$ cat config.mk
export PLATFORM = sky130hd
export DESIGN_NAME = round_robin_task_scheduler_unit
export DESIGN_NICKNAME = d
export VERILOG_FILES = /design/src/design/rrts_pkg.sv /design/src/design/round_robin_task_scheduler_unit.sv
export SDC_FILE = /design/constraint.sdc
export NUM_CORES = 2
export LEC_CHECK = 0
export BUFFER_PORTS_ARGS = -buffer_cell sky130_fd_sc_hd__buf_2
export CAP_MARGIN = 30
export CORE_UTILIZATION = 55
export CTS_BUF_LIST = sky130_fd_sc_hd__clkbuf_4
export DETAILED_ROUTE_END_ITERATION = 8
export HOLD_SLACK_MARGIN = 0.02
export PLACE_DENSITY_LB_ADDON = 0.05
export SLEW_MARGIN = 20
export SYNTH_ARGS = -nofsm -noshare
export SYNTH_HDL_FRONTEND = slang
export SYNTH_SLANG_ARGS = --single-unit
$ cat constraint.sdc
create_clock -name clock -period 5.03 [get_ports clock]
set_input_delay 1.2575 -clock clock [delete_from_list [all_inputs] [get_ports clock]]
set_output_delay 1.2575 -clock clock [all_outputs]
set_load 0.02 [all_outputs]
$ cat src/design/rrts_pkg.sv
// Package for the round-robin task scheduler.
// Holds request, result and run-state codes and the sequencer state type.
package rrts_pkg;

   typedef enum logic [2:0] {
      REQ_TICK   = 3'd0,
      REQ_CREATE = 3'd1,
      REQ_EXIT   = 3'd2,
      REQ_KILL   = 3'd3,
      REQ_WAIT   = 3'd4
   } req_type_type;

   typedef enum logic [2:0] {
      RC_OK      = 3'd0,
      RC_NO_TASK = 3'd1,
      RC_REFUSED = 3'd2,
      RC_FULL    = 3'd3,
      RC_BLOCKED = 3'd4
   } result_code_type;

   typedef enum logic [1:0] {
      RS_RUN   = 2'd0,
      RS_READY = 2'd1,
      RS_BLOCK = 2'd2,
      RS_DEAD  = 2'd3
   } run_state_type;

   typedef enum logic [3:0] {
      ST_IDLE,
      ST_FIND,
      ST_DECIDE,
      ST_WAKE,
      ST_SCHED,
      ST_SCHED_END,
      ST_REMOVE,
      ST_REMOVE_END,
      ST_DONE
   } seq_state_type;

endpackage

$ cat src/design/round_robin_task_scheduler_unit.sv
// Round-robin task scheduler unit.
//
// Channels: req_ (req_valid/req_stall, fields req_type, req_target_pid,
// req_exit_code) carries one request word; rsp_ (rsp_valid/rsp_stall, fields
// rsp_result_code, rsp_new_pid, rsp_reaped_status, rsp_running_pid,
// rsp_switched) returns exactly one result word per request.
// A small sequencer walks the task table one slot per cycle with a single
// shared index counter: pid search, waking of waiters, circular search for
// the next runnable slot and table compaction on reap are each one pass
// over the table. An unknown request goes straight to its result word;
// create and a refused exit are settled in one decision step; a kill of
// the current task searches, wakes waiters and reschedules. The block takes
// no new request until the result word is loaded into the output register;
// it accepts the next request while that word still waits, but only one
// result is held, so a stalled receiver holds the block at its final step.
// Reset (synchronous, active high) leaves only the idle task, pid 0, running
// in slot 0, with the pid counter at zero; no clearing pass is needed.
module round_robin_task_scheduler_unit #(
   parameter int MAX_TASKS = 16,
   parameter int PID_BITS  = 16
) (
   input  logic                         clock,
   input  logic                         reset,
   input  logic                         req_valid,
   output logic                         req_stall,
   input  logic [2:0]                   req_type,
   input  logic [15:0]                  req_target_pid,
   input  logic signed [31:0]           req_exit_code,
   output logic                         rsp_valid,
   input  logic                         rsp_stall,
   output logic [2:0]                   rsp_result_code,
   output logic [15:0]                  rsp_new_pid,
   output logic signed [31:0]           rsp_reaped_status,
   output logic [15:0]                  rsp_running_pid,
   output logic                         rsp_switched
);
   import rrts_pkg::*;

   localparam int IW = (MAX_TASKS > 1) ? $clog2(MAX_TASKS) : 1;
   localparam int CW = $clog2(MAX_TASKS + 1);

   logic [PID_BITS-1:0] pid_ff   [MAX_TASKS];
   run_state_type       rs_ff    [MAX_TASKS];
   logic [31:0]         stat_ff  [MAX_TASKS];
   logic [15:0]         wpid_ff  [MAX_TASKS];

   logic [CW-1:0]       count_ff;
   logic [IW-1:0]       cur_ff;
   logic [PID_BITS-1:0] last_ff;

   seq_state_type       state_ff, state_in;
   logic [IW-1:0]       idx_ff, idx_in;
   logic [2:0]          op_ff;
   logic [15:0]         tpid_ff;
   logic [31:0]         code_ff;
   logic [IW-1:0]       tslot_ff, tslot_in;
   logic                tfound_ff, tfound_in;
   logic [PID_BITS-1:0] wake_pid_ff, wake_pid_in;
   logic                wake_sched_ff, wake_sched_in;
   logic [2:0]          rc_ff, rc_in;
   logic [15:0]         npid_ff, npid_in;
   logic [31:0]         reap_ff, reap_in;
   logic                sw_ff, sw_in;
   logic [IW-1:0]       sched_cur_ff, sched_cur_in;

   logic                ovalid_ff;
   logic [2:0]          orc_ff;
   logic [15:0]         onpid_ff;
   logic [31:0]         oreap_ff;
   logic [15:0]         orun_ff;
   logic                osw_ff;

   // table write controls
   logic                wr_rs;
   logic [IW-1:0]       wr_rs_idx;
   run_state_type       wr_rs_val;
   logic                wr_rs2;
   logic [IW-1:0]       wr_rs2_idx;
   run_state_type       wr_rs2_val;
   logic                wr_stat;
   logic [IW-1:0]       wr_stat_idx;
   logic                wr_wpid;
   logic                wr_create;
   logic                wr_shift;
   logic                wr_pop;
   logic [IW-1:0]       cur_in;
   logic [CW-1:0]       count_in;
   logic [PID_BITS-1:0] last_in;
   logic                take_req;
   logic                load_out;

   logic [IW-1:0]       idx_nx;
   logic [IW-1:0]       cur_eff;
   logic                cnt_wrap;
   logic [PID_BITS-1:0] npid_calc;
   logic                pid_hit;
   logic [IW-1:0]       top_idx;

   assign cur_eff  = (CW'(cur_ff) < count_ff) ? cur_ff : '0;
   assign cnt_wrap = (CW'(idx_ff) + CW'(1)) >= count_ff;
   assign idx_nx   = cnt_wrap ? '0 : idx_ff + IW'(1);
   assign pid_hit  = (PID_BITS'(tpid_ff) == pid_ff[idx_ff]) && (PID_BITS >= 16 ||
                     tpid_ff[15:(PID_BITS < 16 ? PID_BITS : 15)] == '0 || PID_BITS >= 16);
   assign npid_calc = ((last_ff + PID_BITS'(1)) == '0) ? PID_BITS'(1) : last_ff + PID_BITS'(1);
   assign top_idx  = IW'(count_ff - CW'(1));
   assign req_stall = (state_ff != ST_IDLE);
   assign take_req  = req_valid && !req_stall;

   always_comb begin
      state_in      = state_ff;
      idx_in        = idx_ff;
      tslot_in      = tslot_ff;
      tfound_in     = tfound_ff;
      wake_pid_in   = wake_pid_ff;
      wake_sched_in = wake_sched_ff;
      rc_in         = rc_ff;
      npid_in       = npid_ff;
      reap_in       = reap_ff;
      sw_in         = sw_ff;
      sched_cur_in  = sched_cur_ff;
      wr_rs = 1'b0; wr_rs_idx = '0; wr_rs_val = RS_READY;
      wr_rs2 = 1'b0; wr_rs2_idx = '0; wr_rs2_val = RS_READY;
      wr_stat = 1'b0; wr_stat_idx = '0;
      wr_wpid = 1'b0; wr_create = 1'b0; wr_shift = 1'b0; wr_pop = 1'b0;
      cur_in   = cur_ff;
      count_in = count_ff;
      last_in  = last_ff;
      load_out = 1'b0;
      case (state_ff)
         ST_IDLE: begin
            if (take_req) begin
               rc_in = RC_OK; npid_in = '0; reap_in = '0; sw_in = 1'b0;
               idx_in = '0; tfound_in = 1'b0; tslot_in = '0;
               case (req_type)
                  REQ_TICK: begin
                     state_in = ST_SCHED;
                     sched_cur_in = cur_eff;
                  end
                  REQ_CREATE: state_in = ST_DECIDE;
                  REQ_EXIT:   state_in = ST_DECIDE;
                  REQ_KILL:   state_in = ST_FIND;
                  REQ_WAIT:   state_in = ST_FIND;
                  default: begin
                     rc_in = RC_REFUSED;
                     state_in = ST_DONE;
                  end
               endcase
            end
         end
         ST_FIND: begin
            if (pid_hit) begin
               tfound_in = 1'b1;
               tslot_in  = idx_ff;
               state_in  = ST_DECIDE;
            end else if (cnt_wrap) begin
               state_in = ST_DECIDE;
            end else begin
               idx_in = idx_nx;
            end
         end
         ST_DECIDE: begin
            idx_in = '0;
            state_in = ST_DONE;
            case (op_ff)
               REQ_CREATE: begin
                  if (count_ff >= CW'(MAX_TASKS)) begin
                     rc_in = RC_FULL;
                  end else begin
                     wr_create = 1'b1;
                     npid_in   = 16'(npid_calc);
                     last_in   = npid_calc;
                     count_in  = count_ff + CW'(1);
                  end
               end
               REQ_EXIT: begin
                  if (cur_eff == '0) begin
                     rc_in = RC_REFUSED;
                  end else begin
                     wr_rs = 1'b1; wr_rs_idx = cur_eff; wr_rs_val = RS_DEAD;
                     wr_stat = 1'b1; wr_stat_idx = cur_eff;
                     wake_pid_in = pid_ff[cur_eff];
                     wake_sched_in = 1'b1;
                     state_in = ST_WAKE;
                  end
               end
               REQ_KILL: begin
                  if (!tfound_ff || rs_ff[tslot_ff] == RS_DEAD) begin
                     rc_in = RC_NO_TASK;
                  end else if (tslot_ff == '0) begin
                     rc_in = RC_REFUSED;
                  end else begin
                     wr_rs = 1'b1; wr_rs_idx = tslot_ff; wr_rs_val = RS_DEAD;
                     wr_stat = 1'b1; wr_stat_idx = tslot_ff;
                     wake_pid_in = pid_ff[tslot_ff];
                     wake_sched_in = (tslot_ff == cur_eff);
                     state_in = ST_WAKE;
                  end
               end
               default: begin
                  if (!tfound_ff) begin
                     rc_in = RC_NO_TASK;
                  end else if (rs_ff[tslot_ff] == RS_DEAD) begin
                     reap_in = stat_ff[tslot_ff];
                     if (tslot_ff != '0) begin
                        idx_in = tslot_ff;
                        state_in = ST_REMOVE;
                     end
                  end else begin
                     wr_rs = 1'b1; wr_rs_idx = cur_eff; wr_rs_val = RS_BLOCK;
                     wr_wpid = 1'b1;
                     rc_in = RC_BLOCKED;
                     sched_cur_in = cur_eff;
                     state_in = ST_SCHED;
                  end
               end
            endcase
         end
         ST_WAKE: begin
            if (rs_ff[idx_ff] == RS_BLOCK && PID_BITS'(wpid_ff[idx_ff]) == wake_pid_ff
                && (PID_BITS >= 16 || wpid_ff[idx_ff] <= 16'((1 << (PID_BITS % 16)) - 1))) begin
               wr_rs = 1'b1; wr_rs_idx = idx_ff; wr_rs_val = RS_READY;
            end
            if (cnt_wrap) begin
               idx_in = '0;
               if (wake_sched_ff) begin
                  sched_cur_in = cur_eff;
                  state_in = ST_SCHED;
               end else begin
                  state_in = ST_DONE;
               end
            end else begin
               idx_in = idx_nx;
            end
         end
         ST_SCHED: begin
            // demote current, begin circular search at cur+1
            if (rs_ff[sched_cur_ff] == RS_RUN) begin
               wr_rs = 1'b1; wr_rs_idx = sched_cur_ff; wr_rs_val = RS_READY;
            end
            idx_in = sched_cur_ff;
            state_in = ST_SCHED_END;
            tfound_in = 1'b0;
         end
         ST_SCHED_END: begin
            // idx_ff walks from cur+1; tfound marks a runnable hit
            begin
               logic [IW-1:0] probe;
               probe = cnt_wrap ? '0 : idx_ff + IW'(1);
               if (rs_ff[probe] == RS_RUN || rs_ff[probe] == RS_READY ||
                   (probe == sched_cur_ff && wr_rs)) begin
                  tfound_in = 1'b1;
               end
               idx_in = probe;
               if (rs_ff[probe] == RS_RUN || rs_ff[probe] == RS_READY ||
                   probe == sched_cur_ff) begin
                  begin
                     logic [IW-1:0] nx;
                     logic          okp;
                     okp = (rs_ff[probe] == RS_RUN || rs_ff[probe] == RS_READY);
                     nx  = okp ? probe : '0;
                     if (nx == '0 && count_ff > CW'(1) && rs_ff[IW'(1)] == RS_READY)
                        nx = IW'(1);
                     if (nx == sched_cur_ff) begin
                        if (rs_ff[nx] == RS_READY) begin
                           wr_rs2 = 1'b1; wr_rs2_idx = nx; wr_rs2_val = RS_RUN;
                        end
                        cur_in = sched_cur_ff;
                        sw_in  = 1'b0;
                     end else begin
                        wr_rs2 = 1'b1; wr_rs2_idx = nx; wr_rs2_val = RS_RUN;
                        cur_in = nx;
                        sw_in  = 1'b1;
                     end
                     state_in = ST_DONE;
                  end
               end
            end
         end
         ST_REMOVE: begin
            if ((CW'(idx_ff) + CW'(1)) < count_ff) begin
               wr_shift = 1'b1;
               idx_in = idx_nx;
            end else begin
               state_in = ST_REMOVE_END;
            end
         end
         ST_REMOVE_END: begin
            wr_pop = 1'b1;
            count_in = count_ff - CW'(1);
            if (cur_ff > tslot_ff && CW'(cur_ff) < count_ff)
               cur_in = cur_ff - IW'(1);
            state_in = ST_DONE;
         end
         ST_DONE: begin
            if (!ovalid_ff || !rsp_stall) begin
               load_out = 1'b1;
               state_in = ST_IDLE;
            end
         end
         default: state_in = ST_IDLE;
      endcase
   end

   always_ff @(posedge clock) begin
      if (reset) begin
         state_ff <= ST_IDLE;
         count_ff <= CW'(1);
         cur_ff   <= '0;
         last_ff  <= '0;
         ovalid_ff <= 1'b0;
         for (int i = 0; i < MAX_TASKS; i++) begin
            pid_ff[IW'(i)] <= '0;
            rs_ff[IW'(i)]  <= (i == 0) ? RS_RUN : RS_READY;
         end
      end else begin
         state_ff <= state_in;
         count_ff <= count_in;
         cur_ff   <= cur_in;
         last_ff  <= last_in;
         if (load_out)
            ovalid_ff <= 1'b1;
         else if (!rsp_stall)
            ovalid_ff <= 1'b0;
         if (wr_rs)
            rs_ff[wr_rs_idx] <= wr_rs_val;
         if (wr_rs2)
            rs_ff[wr_rs2_idx] <= wr_rs2_val;
         if (wr_create) begin
            pid_ff[count_ff[IW-1:0]] <= npid_calc;
            rs_ff[count_ff[IW-1:0]]  <= RS_READY;
         end
         if (wr_shift) begin
            pid_ff[idx_ff] <= pid_ff[idx_nx];
            rs_ff[idx_ff]  <= rs_ff[idx_nx];
         end
         if (wr_pop) begin
            pid_ff[top_idx] <= '0;
            rs_ff[top_idx]  <= RS_READY;
         end
      end
   end

   always_ff @(posedge clock) begin
      idx_ff        <= idx_in;
      tslot_ff      <= tslot_in;
      tfound_ff     <= tfound_in;
      wake_pid_ff   <= wake_pid_in;
      wake_sched_ff <= wake_sched_in;
      rc_ff         <= rc_in;
      npid_ff       <= npid_in;
      reap_ff       <= reap_in;
      sw_ff         <= sw_in;
      sched_cur_ff  <= sched_cur_in;
      if (take_req) begin
         op_ff   <= req_type;
         tpid_ff <= req_target_pid;
         code_ff <= req_exit_code;
      end
      if (wr_stat)
         stat_ff[wr_stat_idx] <= (op_ff == REQ_EXIT) ? code_ff : 32'hFFFF_FFFF;
      if (wr_wpid)
         wpid_ff[cur_eff] <= tpid_ff;
      if (wr_shift) begin
         stat_ff[idx_ff] <= stat_ff[idx_nx];
         wpid_ff[idx_ff] <= wpid_ff[idx_nx];
      end
      if (load_out) begin
         orc_ff   <= rc_ff;
         onpid_ff <= npid_ff;
         oreap_ff <= reap_ff;
         orun_ff  <= 16'(pid_ff[cur_eff]);
         osw_ff   <= sw_ff;
      end
   end

   assign rsp_valid         = ovalid_ff;
   assign rsp_result_code   = orc_ff;
   assign rsp_new_pid       = onpid_ff;
   assign rsp_reaped_status = oreap_ff;
   assign rsp_running_pid   = orun_ff;
   assign rsp_switched      = osw_ff;

   a_busy_stall: assert property (@(posedge clock) disable iff (reset)
      (state_ff != ST_IDLE) |-> req_stall)
      else $error("request taken while busy");
   a_count_range: assert property (@(posedge clock) disable iff (reset)
      (count_ff >= CW'(1)) && (count_ff <= CW'(MAX_TASKS)))
      else $error("task count out of range");
   a_out_hold: assert property (@(posedge clock) disable iff (reset)
      (ovalid_ff && rsp_stall) |=> (ovalid_ff && $stable(orc_ff)))
      else $error("stalled result word changed");
   a_idle_pid: assert property (@(posedge clock) disable iff (reset)
      pid_ff[0] == '0)
      else $error("idle slot pid changed");

endmodule
# Yosys cells after proc, flatten, opt, wreduce, memory -nomap -nowiden
# Memory sizes are Yosys's and may differ from the RTL's. A register that Yosys moved wholly into a read port is not among the register bits.
# Index checks and enable logic that the tools add are counted.
# Widths: inputs -> output; s select.
[classes]
order_cmp = 6
n_eq_ne = 53
n_mux = 198
addsub = 6
n_reduce_logical = 59
bitwise_logic = 1
[op_table]
columns = ["op", "n"]
rows = [
  ["$mux 4", 69],
  ["$mux 32", 6],
  ["$mux 16", 11],
  ["$mux 1", 65],
  ["$pmux 16 s2", 2],
  ["$pmux 32 s2", 1],
  ["$reduce_or 16->1", 4],
  ["$pmux 4 s3", 5],
  ["$ne 2x2->1 const B", 21],
  ["$pmux 4 s9", 1],
  ["$eq 16x16->1", 2],
  ["$reduce_or 32->1", 1],
  ["$mux 2", 15],
  ["$pmux 4 s7", 1],
  ["$pmux 4 s2", 3],
  ["$mux 3", 7],
  ["$add 16x1->16 const B", 1],
  ["$eq 4x3->1 const B", 4],
  ["$logic_not 16->1", 1],
  ["$logic_not 4->1", 4],
  ["$reduce_and 3->1", 5],
  ["$reduce_and 5->1", 3],
  ["$reduce_or 2->1", 7],
  ["$eq 3x2->1 const B", 4],
  ["46 further kinds", 80],
]
[word_totals]
ramBits = 1056
register_bits = 231
input_bits = 55
n_memories = 4
wordCells = 350
[memory_table]
columns = ["name", "depth", "width", "rd", "rd_ports_with_merged_regs", "wr", "line_no", "source"]
rows = [
  ["stat_ff", 16, 32, 2, 1, 1, "round_robin_task_scheduler_unit.sv:44", "logic [31:0] stat_ff [MAX_TASKS];"],
  ["pid_ff", 16, 16, 4, 2, 16, "round_robin_task_scheduler_unit.sv:42", "logic [PID_BITS-1:0] pid_ff [MAX_TASKS];"],
  ["wpid_ff", 16, 16, 2, 1, 1, "round_robin_task_scheduler_unit.sv:45", "logic [15:0] wpid_ff [MAX_TASKS];"],
  ["rs_ff", 16, 2, 6, 3, 16, "round_robin_task_scheduler_unit.sv:43", "run_state_type rs_ff [MAX_TASKS];"],
]

# Depth between registers and ports, before layout
# An unclocked memory read counts as a cell.
[depth]
word_depth = 27
mapped_depth = 19

# Worst setup path before layout
# Ideal clock, no wire load.
[synth_timing]
kind = "input -> register"
startpoint = "in rsp_stall"
endpoint = "reg onpid_ff[0], in the netlist rsp_new_pid[0] (enable)"
slack_ns = -0.065
path_stages = 1
required_time_ns = 4.514
arrival_time_ns = 4.579
path_cell_list = "a21oi_1"
[synth_between]
elab_chain_cells = 4
[synth_lines]
columns = ["item", "line_no", "source"]
rows = [
  ["start: declaration", "round_robin_task_scheduler_unit.sv:30", "input logic rsp_stall,"],
  ["$logic_not 1->1", "n/a", ""],
  ["$logic_or 1x1->1", "round_robin_task_scheduler_unit.sv:295", "if (!ovalid_ff || !rsp_stall) begin"],
  ["$mux 1", "round_robin_task_scheduler_unit.sv:295", ""],
  ["$mux 1", "round_robin_task_scheduler_unit.sv:129", "case (state_ff)"],
  ["end signal: assignment", "round_robin_task_scheduler_unit.sv:369", "onpid_ff <= npid_ff;"],
  ["end: declaration", "round_robin_task_scheduler_unit.sv:68", "logic [15:0] onpid_ff;"],
]
# Every way passes these cells.
# A chain may end at the register's enable or synchronous reset.

==> results.tsv <==
stage	metric	value	unit
power_and_ir_drop	p_sw_share	42.69	%
clock_network	worstSkewPairLatency	1.33	ns
power_and_ir_drop	peakVddDrop	0.8409	mV
global_routing	antenna_found_initial	12	
sta	hold_slack	0.1025	ns
floorplanning	core_area	122000	um2
yosys	yosysTopAreaCell	edfxtp_1	
global_routing	grt_pass1_vias	51200	
run_status	status	completed	
floorplanning	initial_core_util	55.52	%
min_path	holdPathStages	1	
routing	wire_per_inst	31.13	um
critical_path	crit_arrival	5.90	ns
min_path	min_from	req_target_pid[4]	
critical_path	crit_cells	17	
final_layout	nNetsFinal	5845	
routing	post_drt_via_cell_ratio	6.964	
placement	gp_congestion	0.9614	
floorplanning	pin_count	125	
min_path	hold_path_class	input pin to register	
critical_path	cp-end-kind	register	
routing	routed_wl	237900	um
critical_path	rr_startpoint	idx_ff[0]	
placement	pre_cts_ws	-0.08899	ns
floorplanning	num_rows	128	
critical_path	crit_type	register to register	
power_and_ir_drop	p_clk_share	20.8	%
floorplanning	die_h	353.0	um
yosys	synth.top_cell.area_share	55.71	%
routing	dr.first_iter.drc_count	8264	
power_and_ir_drop	switching_power	19.33	mW
yosys	ys_seq_area_share	56.95	%
critical_path	required	6.04	ns
sta	relSlewSlack	22.93	%
placement	dp_hpwl	137500	um
power_and_ir_drop	leakagePower	25.91	nW
yosys	synth.area.top_cells	edfxtp_1, mux4_2, nand2_1	
yosys	synth.most_common_cell	edfxtp_1	
sta	slew_violations	0	
placement	dp.cells	7012	
final_layout	layout-drive-gt1-share	25.94	%
yosys	synthTopCellsByCount	edfxtp_1, nand2_1, mux4_2	
placement	io_buffers	124	
critical_path	critical_path.max_fanout	12	
power_and_ir_drop	p_comb_share	48.8	%
yosys	synth_area	67760	um2
sta	setup_viol	0	
floorplanning	die_width	353.0	um
sta	hold_viol_final	0	
yosys	mappedNetlistNets	5494	
sta	min_period_over_period	97.16	%
sta	max_freq	204.6	MHz
critical_path	worstPathCellList	ha_1 > and3_1 > ha_1 > nand4_1 > o221ai_4 > buf_4 > nor2_4 > a22oi_2 > a311oi_4 > buf_4 > or3_1 > a32oi_2 > nand2_2 > a211o_1 > nor4b_2 > a21oi_4 > or3b_1	
global_routing	grt_max_degree	226	
global_routing	grt_pass1_wl	344100	um
sta	fin_ws	0.1427	ns
clock_network	cts_max_path_buffers	4	
yosys	ys_warn_count	0	
floorplanning	die_area	124600	um2
sta	period_minus_slack	4.887	ns
yosys	synth_edf_count	1257	
yosys	avgSynthCellArea	12.50	um2
critical_path	max_stage_delay	0.43	ns
yosys	synthArstFlopShare	0	%
critical_path	startpoint_type	register	
yosys	synth_cell_type_count	86	
final_layout	fillers	9595	
clock_network	cts_root_buf	clkbuf_4	
clock_network	htree_num_levels	5	
routing	via_count	53230	
clock_network	cts_made_buffers	361	
sta	grt_setup_unrepaired	yes	
clock_network	cts_tree	done	
critical_path	slowest_stage	edfxtp_1	
routing	drt_first_pass_iters	8	
clock_network	clock_sinks	1299	
yosys	synth_ff_type	edfxtp_1	
power_and_ir_drop	seq_power_share	30.4	%
critical_path	r2r_cells	17	
final_layout	fin_cells	7643	
critical_path	path_buf_inv	2	
global_routing	grt_use_total	37.85	%
routing	ant_nets	0	
power_and_ir_drop	p_per_area	590.3	nW/um2
routing	drc_errors	0	
yosys	synthesis.instances	5421	
critical_path	crit_start	idx_ff[0]	
clock_network	clk_pin_slew_worst_paths	0.07	ns
critical_path	crit_family	simple AND/OR/NAND/NOR gates	
sta	tightest_slew	1.156	ns
sta	fin_worst_skew	0.09951	ns
yosys	ys_seq_elements	1299	
final_layout	syn_to_final_growth	13.22	%
power_and_ir_drop	internal_power	25.95	mW
global_routing	grt_remaining_overflow	0	
flow_run	maxCapViolations	0	
## through the flow
step / power (mW) / util (%) / setup TNS [ns] / cell area (um2)
2_1_floorplan: 27.80 / - / 0 / 67760
3_3_place_gp: 35.06 / 58.98 / 0 / 71970
3_5_place_dp: 35.21 / 59.02 / -0.3724 / 72030
4_1_cts: 44.58 / 62.60 / 0 / 76390
5_1_grt: 47.11 / 62.85 / -0.2846 / 76700
6_report: 45.28 / 62.86 / 0 / 76710
## worst register-to-register path, stage by stage (launching register included)
cell and delay (ns):
edfxtp_1 0.43, ha_1 0.26, and3_1 0.20, ha_1 0.32, nand4_1 0.21, o221ai_4 0.36, buf_4 0.22, nor2_4 0.04
a22oi_2 0.26, a311oi_4 0.19, buf_4 0.19, or3_1 0.31, a32oi_2 0.20, nand2_2 0.10, a211o_1 0.36, nor4b_2 0.42
a21oi_4 0.13, or3b_1 0.40
## flip-flops by register name, indices dropped and copies added, names as in the netlist, 32 cells and up, named ones only
register / cells
reap_ff: 32
rsp_reaped_status: 32
stat_ff: 512
wpid_ff: 256
pid_ff: 256
code_ff: 32
rs_ff: 32
## timing repair
item,4_1_cts,5_1_grt
cloned,0,0
gates resized for setup,2,17
setup buffers,0,4
hold endpoints to repair,3,0
pin swaps,0,4
endpoints found under the setup margin,9,359
hold buffers,3,0
## layout by cell type (no fill, tap or decap), drive strengths merged, types with 8 or more instances in the layout
| cell type | count |
|---|---|
| nor3b | 8 |
| xnor2 | 42 |
| o21ai | 203 |
| a31oi | 71 |
| clkinv | 81 |
| a221oi | 9 |
| dfxtp | 42 |
| or2 | 14 |
| nor3 | 373 |
| mux2i | 100 |
| ha | 18 |
| or3b | 8 |
| o21bai | 19 |
| nor2b | 19 |
| a22oi | 26 |
| o211ai | 172 |
| nand2 | 751 |
| nand2b | 33 |
| a311oi | 35 |
| nor4 | 10 |
| xor2 | 24 |
| nor2 | 215 |
| clkbuf | 515 |
| inv | 49 |
| nand3 | 375 |
| a21oi | 166 |
| buf | 465 |
| a21o | 21 |
| nand4 | 9 |
| and2 | 63 |
| a32oi | 19 |
| or3 | 139 |
| mux4 | 418 |
| and3 | 28 |
| mux2 | 25 |
| o22ai | 64 |
| a211oi | 44 |
| diode | 12 |
| edfxtp | 1257 |
## power by group through the flow
| stage | sequential (mW) | combinational, mW | clock [mW] |
|---|---|---|---|
| after floorplan | 13.6 | 14.2 | 0 |
| after global placement | 14.0 | 21.1 | 0 |
| after detailed placement | 14.0 | 21.3 | 0 |
| after CTS | 13.7 | 21.3 | 9.52 |
| after global routing | 13.8 | 23.3 | 10.0 |
| final | 13.8 | 22.1 | 9.41 |
## routing by layer
layer  vias up  part of all wire (%)  track usage (%)
li1      22060                     -                -
met4        10                   5.2            18.54
met2      4283                    43            54.31
met1     26060                    37            53.19
met3       818                    14            10.83
met5         -                 0.025                0
## path summary, 6_finish.rpt
check | endpoint | slack (ns)
max | rs_ff[4][0] | 0.14
min | tpid_ff[4] | 0.10
max reg2reg | rs_ff[4][0] | 0.14
min reg2reg | rsp_new_pid[12] | 0.41
## cell families (layout without fill, tap and decap cells)
kind of cell / count (synthesis) / count (layout) / share of synthesized area (%)
multiplexers: 543 / 543 / 15.79
flip-flops: 1299 / 1299 / 56.95
buffers and inverters: 535 / 1120 / 3.171
adder cells (fa/ha/maj): 18 / 18 / 0.3324
AO/OA/AOI/OAI: 902 / 902 / 8.688
AND/OR/NAND/NOR: 2058 / 2058 / 14.22
XOR/XNOR: 66 / 66 / 0.8531
other: 0 / 12 / 0
## cell type report
type,count,area (um2),share of cell area [%]
Sequential cell,1299,38620,50.34
Timing Repair Buffer,474,4090,5.332
Clock inverter,88,505.5,0.6589
Antenna cell,12,30.03,0.03914
Multi-Input combinational cell,3587,27420,35.75
Clock buffer,509,3821,4.981
Inverter,49,192.7,0.2512
Tap cell,1625,2033,2.650
(Power assumes the default switching activity.)
